===== src/b2dd_pkg.sv =====
package b2dd_pkg;

  localparam int unsigned NumNibbles = 8;
  localparam int unsigned NumPos     = 9;
  localparam int unsigned NibW       = 4;
  localparam int unsigned DigitW     = 4;
  localparam int unsigned SumW       = 10;
  localparam int unsigned CarryW     = 7;
  localparam int unsigned TopW       = 3;
  localparam int unsigned ValueW     = NumNibbles * NibW;
  localparam int unsigned RecipMul   = 205;
  localparam int unsigned RecipShift = 11;
  localparam int unsigned ProdW      = SumW + 8;

  // Decimal digit p (row) of 16^k (column).
  localparam logic [NibW-1:0] WeightTab [NumPos][NumNibbles] = '{
    '{4'd1, 4'd6, 4'd6, 4'd6, 4'd6, 4'd6, 4'd6, 4'd6},
    '{4'd0, 4'd1, 4'd5, 4'd9, 4'd3, 4'd7, 4'd1, 4'd5},
    '{4'd0, 4'd0, 4'd2, 4'd0, 4'd5, 4'd5, 4'd2, 4'd4},
    '{4'd0, 4'd0, 4'd0, 4'd4, 4'd5, 4'd8, 4'd7, 4'd5},
    '{4'd0, 4'd0, 4'd0, 4'd0, 4'd6, 4'd4, 4'd7, 4'd3},
    '{4'd0, 4'd0, 4'd0, 4'd0, 4'd0, 4'd0, 4'd7, 4'd4},
    '{4'd0, 4'd0, 4'd0, 4'd0, 4'd0, 4'd1, 4'd6, 4'd8},
    '{4'd0, 4'd0, 4'd0, 4'd0, 4'd0, 4'd0, 4'd1, 4'd6},
    '{4'd0, 4'd0, 4'd0, 4'd0, 4'd0, 4'd0, 4'd0, 4'd2}
  };

  typedef struct packed {
    logic [ValueW-1:0]             value;
    logic [CarryW-1:0]             carry;
    logic [NumPos-1:0][DigitW-1:0] digits;
  } cell_word_t;

endpackage


===== src/b2dd_cell.sv =====
module b2dd_cell import b2dd_pkg::*; #(
  parameter int unsigned Pos = 0
) (
  input  logic       clk_i,
  input  logic       rst_ni,
  input  logic       valid_i,
  input  cell_word_t word_i,
  output logic       stall_o,
  output logic       valid_o,
  output cell_word_t word_o,
  input  logic       stall_i
);

  logic              valid_q;
  cell_word_t        word_q;
  cell_word_t        word_d;
  logic [SumW-1:0]   sum;
  logic [ProdW-1:0]  prod;
  logic [CarryW-1:0] quot;
  logic [SumW-1:0]   rem;
  logic              advance;

  always_comb begin
    sum = SumW'(word_i.carry);
    for (int k = 0; k < NumNibbles; k++) begin
      sum = sum + SumW'(word_i.value[k*NibW +: NibW]) * SumW'(WeightTab[Pos][k]);
    end
  end

  // sum / 10 by reciprocal, exact below 1029
  assign prod = ProdW'(sum) * ProdW'(RecipMul);
  assign quot = prod[RecipShift +: CarryW];
  assign rem  = sum - SumW'(quot) * SumW'(4'd10);

  always_comb begin
    word_d             = word_i;
    word_d.carry       = quot;
    word_d.digits[Pos] = rem[DigitW-1:0];
  end

  assign stall_o = valid_q && stall_i;
  assign advance = !stall_o;

  always_ff @(posedge clk_i or negedge rst_ni) begin
    if (!rst_ni) begin
      valid_q <= 1'b0;
    end else if (advance) begin
      valid_q <= valid_i;
    end
  end

  always_ff @(posedge clk_i) begin
    if (advance && valid_i) begin
      word_q <= word_d;
    end
  end

  assign valid_o = valid_q;
  assign word_o  = word_q;

endmodule


===== src/binary32_to_decimal_digits.sv =====
// Converts an unsigned 32-bit word to its ten decimal digits, leading zeros kept.
// The word runs through a chain of nine cells, one per decimal position from the
// ones upward; each cell adds the nibbles weighted by the digits of 16^k to the
// carry from below, keeps the sum modulo ten and hands the quotient up. The top
// digit is the carry out of the last cell. Each cell registers the word, so a
// result reaches the output from the register of the last cell once it has passed
// through them all; a new word is taken every cycle while the output is not stalled,
// and a stall on the output holds the chain back cell by cell.
module binary32_to_decimal_digits import b2dd_pkg::*; (
  input  logic                clk_i,
  input  logic                rst_ni,
  input  logic                in_valid_i,
  output logic                in_stall_o,
  input  logic [ValueW-1:0]   value_i,
  output logic                out_valid_o,
  input  logic                out_stall_i,
  output logic [DigitW-1:0]   digit_ones_o,
  output logic [DigitW-1:0]   digit_tens_o,
  output logic [DigitW-1:0]   digit_hundreds_o,
  output logic [DigitW-1:0]   digit_thousands_o,
  output logic [DigitW-1:0]   digit_e4_o,
  output logic [DigitW-1:0]   digit_e5_o,
  output logic [DigitW-1:0]   digit_e6_o,
  output logic [DigitW-1:0]   digit_e7_o,
  output logic [DigitW-1:0]   digit_e8_o,
  output logic [TopW-1:0]     digit_e9_o
);

  logic       valid [NumPos+1];
  logic       stall [NumPos+1];
  cell_word_t word  [NumPos+1];

  always_comb begin
    word[0]        = '0;
    word[0].value  = value_i;
  end

  assign valid[0]       = in_valid_i;
  assign in_stall_o     = stall[0];
  assign stall[NumPos]  = out_stall_i;

  for (genvar p = 0; p < NumPos; p++) begin : g_cell
    b2dd_cell #(
      .Pos(p)
    ) u_cell (
      .clk_i  (clk_i),
      .rst_ni (rst_ni),
      .valid_i(valid[p]),
      .word_i (word[p]),
      .stall_o(stall[p]),
      .valid_o(valid[p+1]),
      .word_o (word[p+1]),
      .stall_i(stall[p+1])
    );
  end

  assign out_valid_o       = valid[NumPos];
  assign digit_ones_o      = word[NumPos].digits[0];
  assign digit_tens_o      = word[NumPos].digits[1];
  assign digit_hundreds_o  = word[NumPos].digits[2];
  assign digit_thousands_o = word[NumPos].digits[3];
  assign digit_e4_o        = word[NumPos].digits[4];
  assign digit_e5_o        = word[NumPos].digits[5];
  assign digit_e6_o        = word[NumPos].digits[6];
  assign digit_e7_o        = word[NumPos].digits[7];
  assign digit_e8_o        = word[NumPos].digits[8];
  assign digit_e9_o        = word[NumPos].carry[TopW-1:0];

endmodule


===== config.mk =====
export PLATFORM = sky130hd
export DESIGN_NAME = binary32_to_decimal_digits
export DESIGN_NICKNAME = d
export VERILOG_FILES = /design/src/b2dd_pkg.sv /design/src/b2dd_cell.sv /design/src/binary32_to_decimal_digits.sv
export SDC_FILE = /design/constraint.sdc
export NUM_CORES = 1
export LEC_CHECK = 0
export ABC_AREA = 1
export BUFFER_PORTS_ARGS = -buffer_cell sky130_fd_sc_hd__buf_2
export CORE_MARGIN = 4
export CORE_UTILIZATION = 51
export DETAILED_ROUTE_END_ITERATION = 7
export GPL_ROUTABILITY_DRIVEN = 0
export MAX_ROUTING_LAYER = met4
export PLACE_DENSITY = 0.69
export SYNTH_ARGS = -nofsm -noshare
export SYNTH_HDL_FRONTEND = slang
export SYNTH_HIERARCHICAL = 1
export SYNTH_SLANG_ARGS = --single-unit
export TNS_END_PERCENT = 10

===== constraint.sdc =====
create_clock -name clk_i -period 13.4 [get_ports clk_i]
set_input_delay 2.01 -clock clk_i [delete_from_list [all_inputs] [get_ports clk_i]]
set_output_delay 2.01 -clock clk_i [all_outputs]
set_load 0.01 [all_outputs]

==> impl_metrics.py, run 1 <==
metrics = {
    "clocking": {
        "ctsResizeCount": 0,
        "clock_latency_ps": 570,
        "cts_tree": "built",
        "cts_max_level": 2,
        "cts.clk_slew.worst_paths_ps": 60,
        "postCtsSetupBuffers": 0,
        "clock-sinks": 370,
        "cts_hold_buf": 0,
        "numCtsBuffers": 41,
        "cts.path.max_buffers": 3,
        "cts_root_buffer": "clkbuf_16",
    },
    "floorplan": {
        "die_w_um": 269,
        "start_util_pct": 51.6,
        "row_count": 95,
        "core-area_um2": 67400,
        "ios": 77,
        "dieArea_um2": 72400,
        "die_h_um": 269,
    },
    "grt": {
        "grt_pass1_vias": 22200,
        "grt_pass1_wl_um": 109000,
        "grt-ovfl-total": 0,
        "grt_max_degree": 44,
        "track_usage_pct": 19.3,
        "antenna_found_initial": 0,
    },
    "outcome": {
        "status": "finished, final reports clean",
    },
    "timing": {
        "slew_violations": 0,
        "max_slew_margin_pct": 23.9,
        "worstMarginPinSlew_ps": 1140,
        "hold_viol": 0,
        "min_period_ps": 9560,
        "clock.fmax_mhz": 105,
        "setup-violations-final": 0,
        "rsz0062_at_grt": "false",
        "setup_ws_ps": 3840,
        "whs_ps": 396,
        "fin_worst_skew_ps": 34.0,
        "finalCritPeriodShare_pct": 71.3,
        "finalSetupTns_ps": 0,
    },
    "layout": {
        "nets": 4473,
        "antennaDiodeCount": 0,
        "fillers": 5761,
        "area.growth.synth_to_final_pct": 8.38,
        "drive_above_1_share_pct": 7.61,
    },
    "worst_setup_path": {
        "cp_max_fo": 5,
        "setup.worst_path.end_class": "flip-flop",
        "cpMaxStageDelayCell": "fa_1",
        "slowest_delay_ps": 550,
        "start_kind": "flip-flop",
        "crit_arrival_ps": 9880,
        "critical_path_required_ps": 13720,
        "critPathKind": "flip-flop to flip-flop",
    },
    "synthesis": {
        "syn_area_um2": 34800,
        "netlist_instances": 3365,
        "ys_warn_count": 6,
        "synth_area_per_cell_um2": 10.3,
    },
    "drt": {
        "drtAntennaViolNets": 0,
        "vias_per_cell": 4.92,
        "drt_iter0_drc": 993,
        "first_pass_iters": 7,
        "drc": 0,
        "drt-total-wl_um": 64600,
        "wl_per_cell_um": 14.7,
        "route.vias.total": 21600,
    },
    "placement": {
        "place_ws_ps": 3340,
        "dpl.hpwl_um": 55400,
        "placement.io_buffers": 76,
    },
    "worst_hold_path": {
        "hold_class": "flip-flop to flip-flop",
    },
    "flow_run": {
        "maxCapViolations": 0,
    },
}
worst paths after layout:
check                                             from  slack (ps)                         end  cells past startpoint
setup reg to reg           g_cell[0].u_cell/word_o[64]        3840  g_cell[1].u_cell/word_o[7]                     39
hold reg to reg             g_cell[4].u_cell/word_o[6]         400  g_cell[5].u_cell/word_o[6]                      0
setup / recovery           g_cell[0].u_cell/word_o[64]        3840  g_cell[1].u_cell/word_o[7]                     39
min in group asynchronous                       rst_ni        1280    g_cell[8].u_cell/valid_o                      1
hold / removal              g_cell[4].u_cell/word_o[6]         400  g_cell[5].u_cell/word_o[6]                      0
max in group asynchronous                       rst_ni       11900    g_cell[4].u_cell/valid_o                      1
cell usage in the layout, fill, tap and decap left out, drive strengths merged, types with 10 or more instances in the layout:
| cell type | instances |
|---|---|
| xor2 | 75 |
| a21oi | 138 |
| o21ai | 40 |
| inv | 891 |
| nor2 | 137 |
| clkbuf | 45 |
| xnor2 | 47 |
| edfxtp | 361 |
| o21bai | 10 |
| clkinv | 23 |
| fa | 324 |
| nand2 | 481 |
| a21o | 20 |
| ha | 623 |
| buf | 79 |
| nand3 | 132 |
| nand4 | 16 |
worst max-delay path, delay by kind of cell (launching register included):
family,cells,cell delay (ps)
AO/OA/AOI/OAI,3,700
buffers and inverters,10,670
AND/OR/NAND/NOR,11,960
XOR/XNOR,1,230
adder cells (fa/ha/maj),14,6230
flip-flops,1,490
metal layers:
layer / vias to the layer above / track usage (%) / share of wire [%]
li1: 10900 / - / -
met1: 10300 / 25.3 / 45
met2: 300 / 31.7 / 48
met3: 111 / 3.06 / 4.1
met4: 0 / 5.30 / 2.9
met5: - / - / 0
registers in the layout (all words and copies together), names as in the netlist:
register               count
g_cell.u_cell/valid_o      9
g_cell.u_cell/word_o     361
area by class of cell:
| cell class | count | area [µm²] | share of cell area [%] |
|---|---|---|---|
| Multi-Input combinational cell | 2106 | 20400 | 54.2 |
| Sequential cell | 370 | 11100 | 29.4 |
| Inverter | 892 | 3350 | 8.89 |
| Tap cell | 873 | 1090 | 2.90 |
| Clock buffer | 45 | 1040 | 2.76 |
| Timing Repair Buffer | 79 | 403 | 1.07 |
| Clock inverter | 30 | 307 | 0.814 |
per-stage QoR:
| step | area (µm²) | instances | utilization, % |
|---|---|---|---|
| floorplan | 34800 | 3371 | - |
| global placement | 36300 | 4320 | 53.9 |
| detailed placement | 36300 | 4320 | 53.9 |
| global route | 37700 | 4395 | 55.9 |
| CTS | 37700 | 4395 | 55.9 |
| finish | 37700 | 4395 | 55.9 |
Power of run 1 is not shown: default switching activity piles up to over one toggle a cycle in this logic, so the estimate is an artifact.
==> inputs of run 2 (changes only) <==
==> constraint.sdc (replaced) <==
create_clock -name clk_i -period 9.6 [get_ports clk_i]
set_input_delay 1.44 -clock clk_i [delete_from_list [all_inputs] [get_ports clk_i]]
set_output_delay 1.44 -clock clk_i [all_outputs]
set_load 0.01 [all_outputs]
==> impl_metrics.py, run 2 (synthesis gave the netlist of run 1 again) <==
metrics = {
    "worst_hold_path": {
        "hold_class": "flip-flop to flip-flop",
    },
    "grt": {
        "met2_usage_pct": 31.3,
        "use_met1_pct": 25.2,
        "antenna_found_initial": 1,
        "grt_pass1_wl_um": 107000,
        "grt_pass1_vias": 21900,
        "grt_max_degree": 44,
        "use_met3_pct": 2.08,
        "grt_busiest_layer": "met2",
        "track_usage_pct": 19.0,
        "grt-ovfl-total": 0,
    },
    "clocking": {
        "cts.path.max_buffers": 3,
        "cts_tree": "built",
        "clock_latency_ps": 560,
        "cts.clk_slew.worst_paths_ps": 60,
        "cts_root_buffer": "clkbuf_16",
        "numCtsBuffers": 41,
        "cts_max_level": 2,
        "clock-sinks": 370,
    },
    "drt": {
        "wl_per_cell_um": 14.6,
        "vias_per_cell": 4.89,
        "drtAntennaViolNets": 0,
        "drc": 0,
        "first_pass_iters": 5,
        "drt-total-wl_um": 64400,
        "route.vias.total": 21500,
        "drt_iter0_drc": 975,
    },
    "timing": {
        "slew_violations": 0,
        "max_slew_margin_pct": 24.6,
        "min_period_ps": 9130,
        "setup-violations-final": 0,
        "hold_viol": 0,
        "clock.fmax_mhz": 110,
        "worstMarginPinSlew_ps": 1130,
        "finalCritPeriodShare_pct": 95.1,
        "fin_worst_skew_ps": 24.5,
        "finalSetupTns_ps": 0,
    },
    "worst_setup_path": {
        "critPathKind": "flip-flop to flip-flop",
        "cp_max_fo": 6,
        "path_common_cell": "inv_1",
        "start_kind": "flip-flop",
        "worst-path-buf-inv": 12,
        "critical_path_required_ps": 9920,
        "slowest_delay_ps": 600,
        "setup.worst_path.end_class": "flip-flop",
        "crit_arrival_ps": 9440,
        "cpMaxStageDelayCell": "fa_1",
        "cp_top_family": "adder cells",
    },
    "floorplan": {
        "die_w_um": 269,
        "ios": 77,
        "core-area_um2": 67400,
        "start_util_pct": 51.6,
        "die_h_um": 269,
        "dieArea_um2": 72400,
        "row_count": 95,
    },
    "placement": {
        "dpl.hpwl_um": 55100,
        "placement.io_buffers": 76,
        "post_dp_cell_area_um2": 36300,
    },
    "layout": {
        "fillers": 5641,
        "drive_above_1_share_pct": 7.83,
        "layout_common_cells": "inv_1 (876), ha_1 (621), nand2_1 (434)",
        "layout_commonest_cell": "inv_1",
        "nets": 4478,
        "finalInstanceArea_um2": 37700,
        "largest_reg_flops": 361,
        "area.growth.synth_to_final_pct": 8.58,
    },
    "flow_run": {
        "maxCapViolations": 0,
    },
    "outcome": {
        "status": "finished, final reports clean",
    },
}
[run 2: cell types whose count changed in the layout (fill, tap and decap cells not counted), moves of 3 or more]
cell,previous run,this run
a21oi_1,127,124
a21oi_2,11,14
buf_4,3,8
clkbuf_1,4,10
clkinv_1,13,10
clkinv_2,8,5
[run 2: stage by stage]
stage / util (%) / worst slack [ps] / std cells / hold WS [ps]
after global routing: 56.0 / -3.08 / 4400 / 416
after floorplan: - / 764 / 3371 / 400
after detailed placement: 53.9 / -7.43 / 4321 / 405
final: 56.0 / 474 / 4400 / 403
after global placement: 53.9 / 210 / 4321 / 400
after CTS: 55.9 / 241 / 4395 / 395
[run 2: what timing repair did]
| item | 4_1_cts | 5_1_grt |
|---|---|---|
| hold buffers | 0 | 0 |
| buffers inserted | 0 | 4 |
| gates resized for setup | 0 | 8 |
| endpoints found under the setup margin | 0 | 1 |
[run 2: path summary, 6_finish.rpt]
path | start | endpoint | slack, ps | depth (start not counted)
setup / recovery | g_cell[0].u_cell/word_o[65] | g_cell[1].u_cell/word_o[7] | 470 | 41
hold / removal | g_cell[6].u_cell/word_o[12] | g_cell[7].u_cell/word_o[12] | 400 | 0
setup reg to reg | g_cell[0].u_cell/word_o[65] | g_cell[1].u_cell/word_o[7] | 470 | 41
hold reg to reg | g_cell[6].u_cell/word_o[12] | g_cell[7].u_cell/word_o[12] | 400 | 0
max in group asynchronous | rst_ni | g_cell[4].u_cell/valid_o | 8670 | 1
min in group asynchronous | rst_ni | g_cell[8].u_cell/valid_o | 720 | 1
[run 2: cell type report]
class / instances / area (µm²) / area share [%]
clock inverter: 23 / 260 / 0.690
timing repair buffer: 84 / 440 / 1.17
clock buffer: 51 / 1060 / 2.82
tap: 873 / 1090 / 2.89
multi-input combinational: 2106 / 20500 / 54.2
antenna: 1 / 2.50 / 0.00663
sequential: 370 / 11100 / 29.3
inverter: 892 / 3350 / 8.88
[run 2: layer usage]
metal  wire length (µm)  vias up
li1                   -    10900
met1              29600    10200
met2              30700      289
met3               2130      114
met4               1950        0
met5                  0        -
Power of run 2 is left out for the same reason.
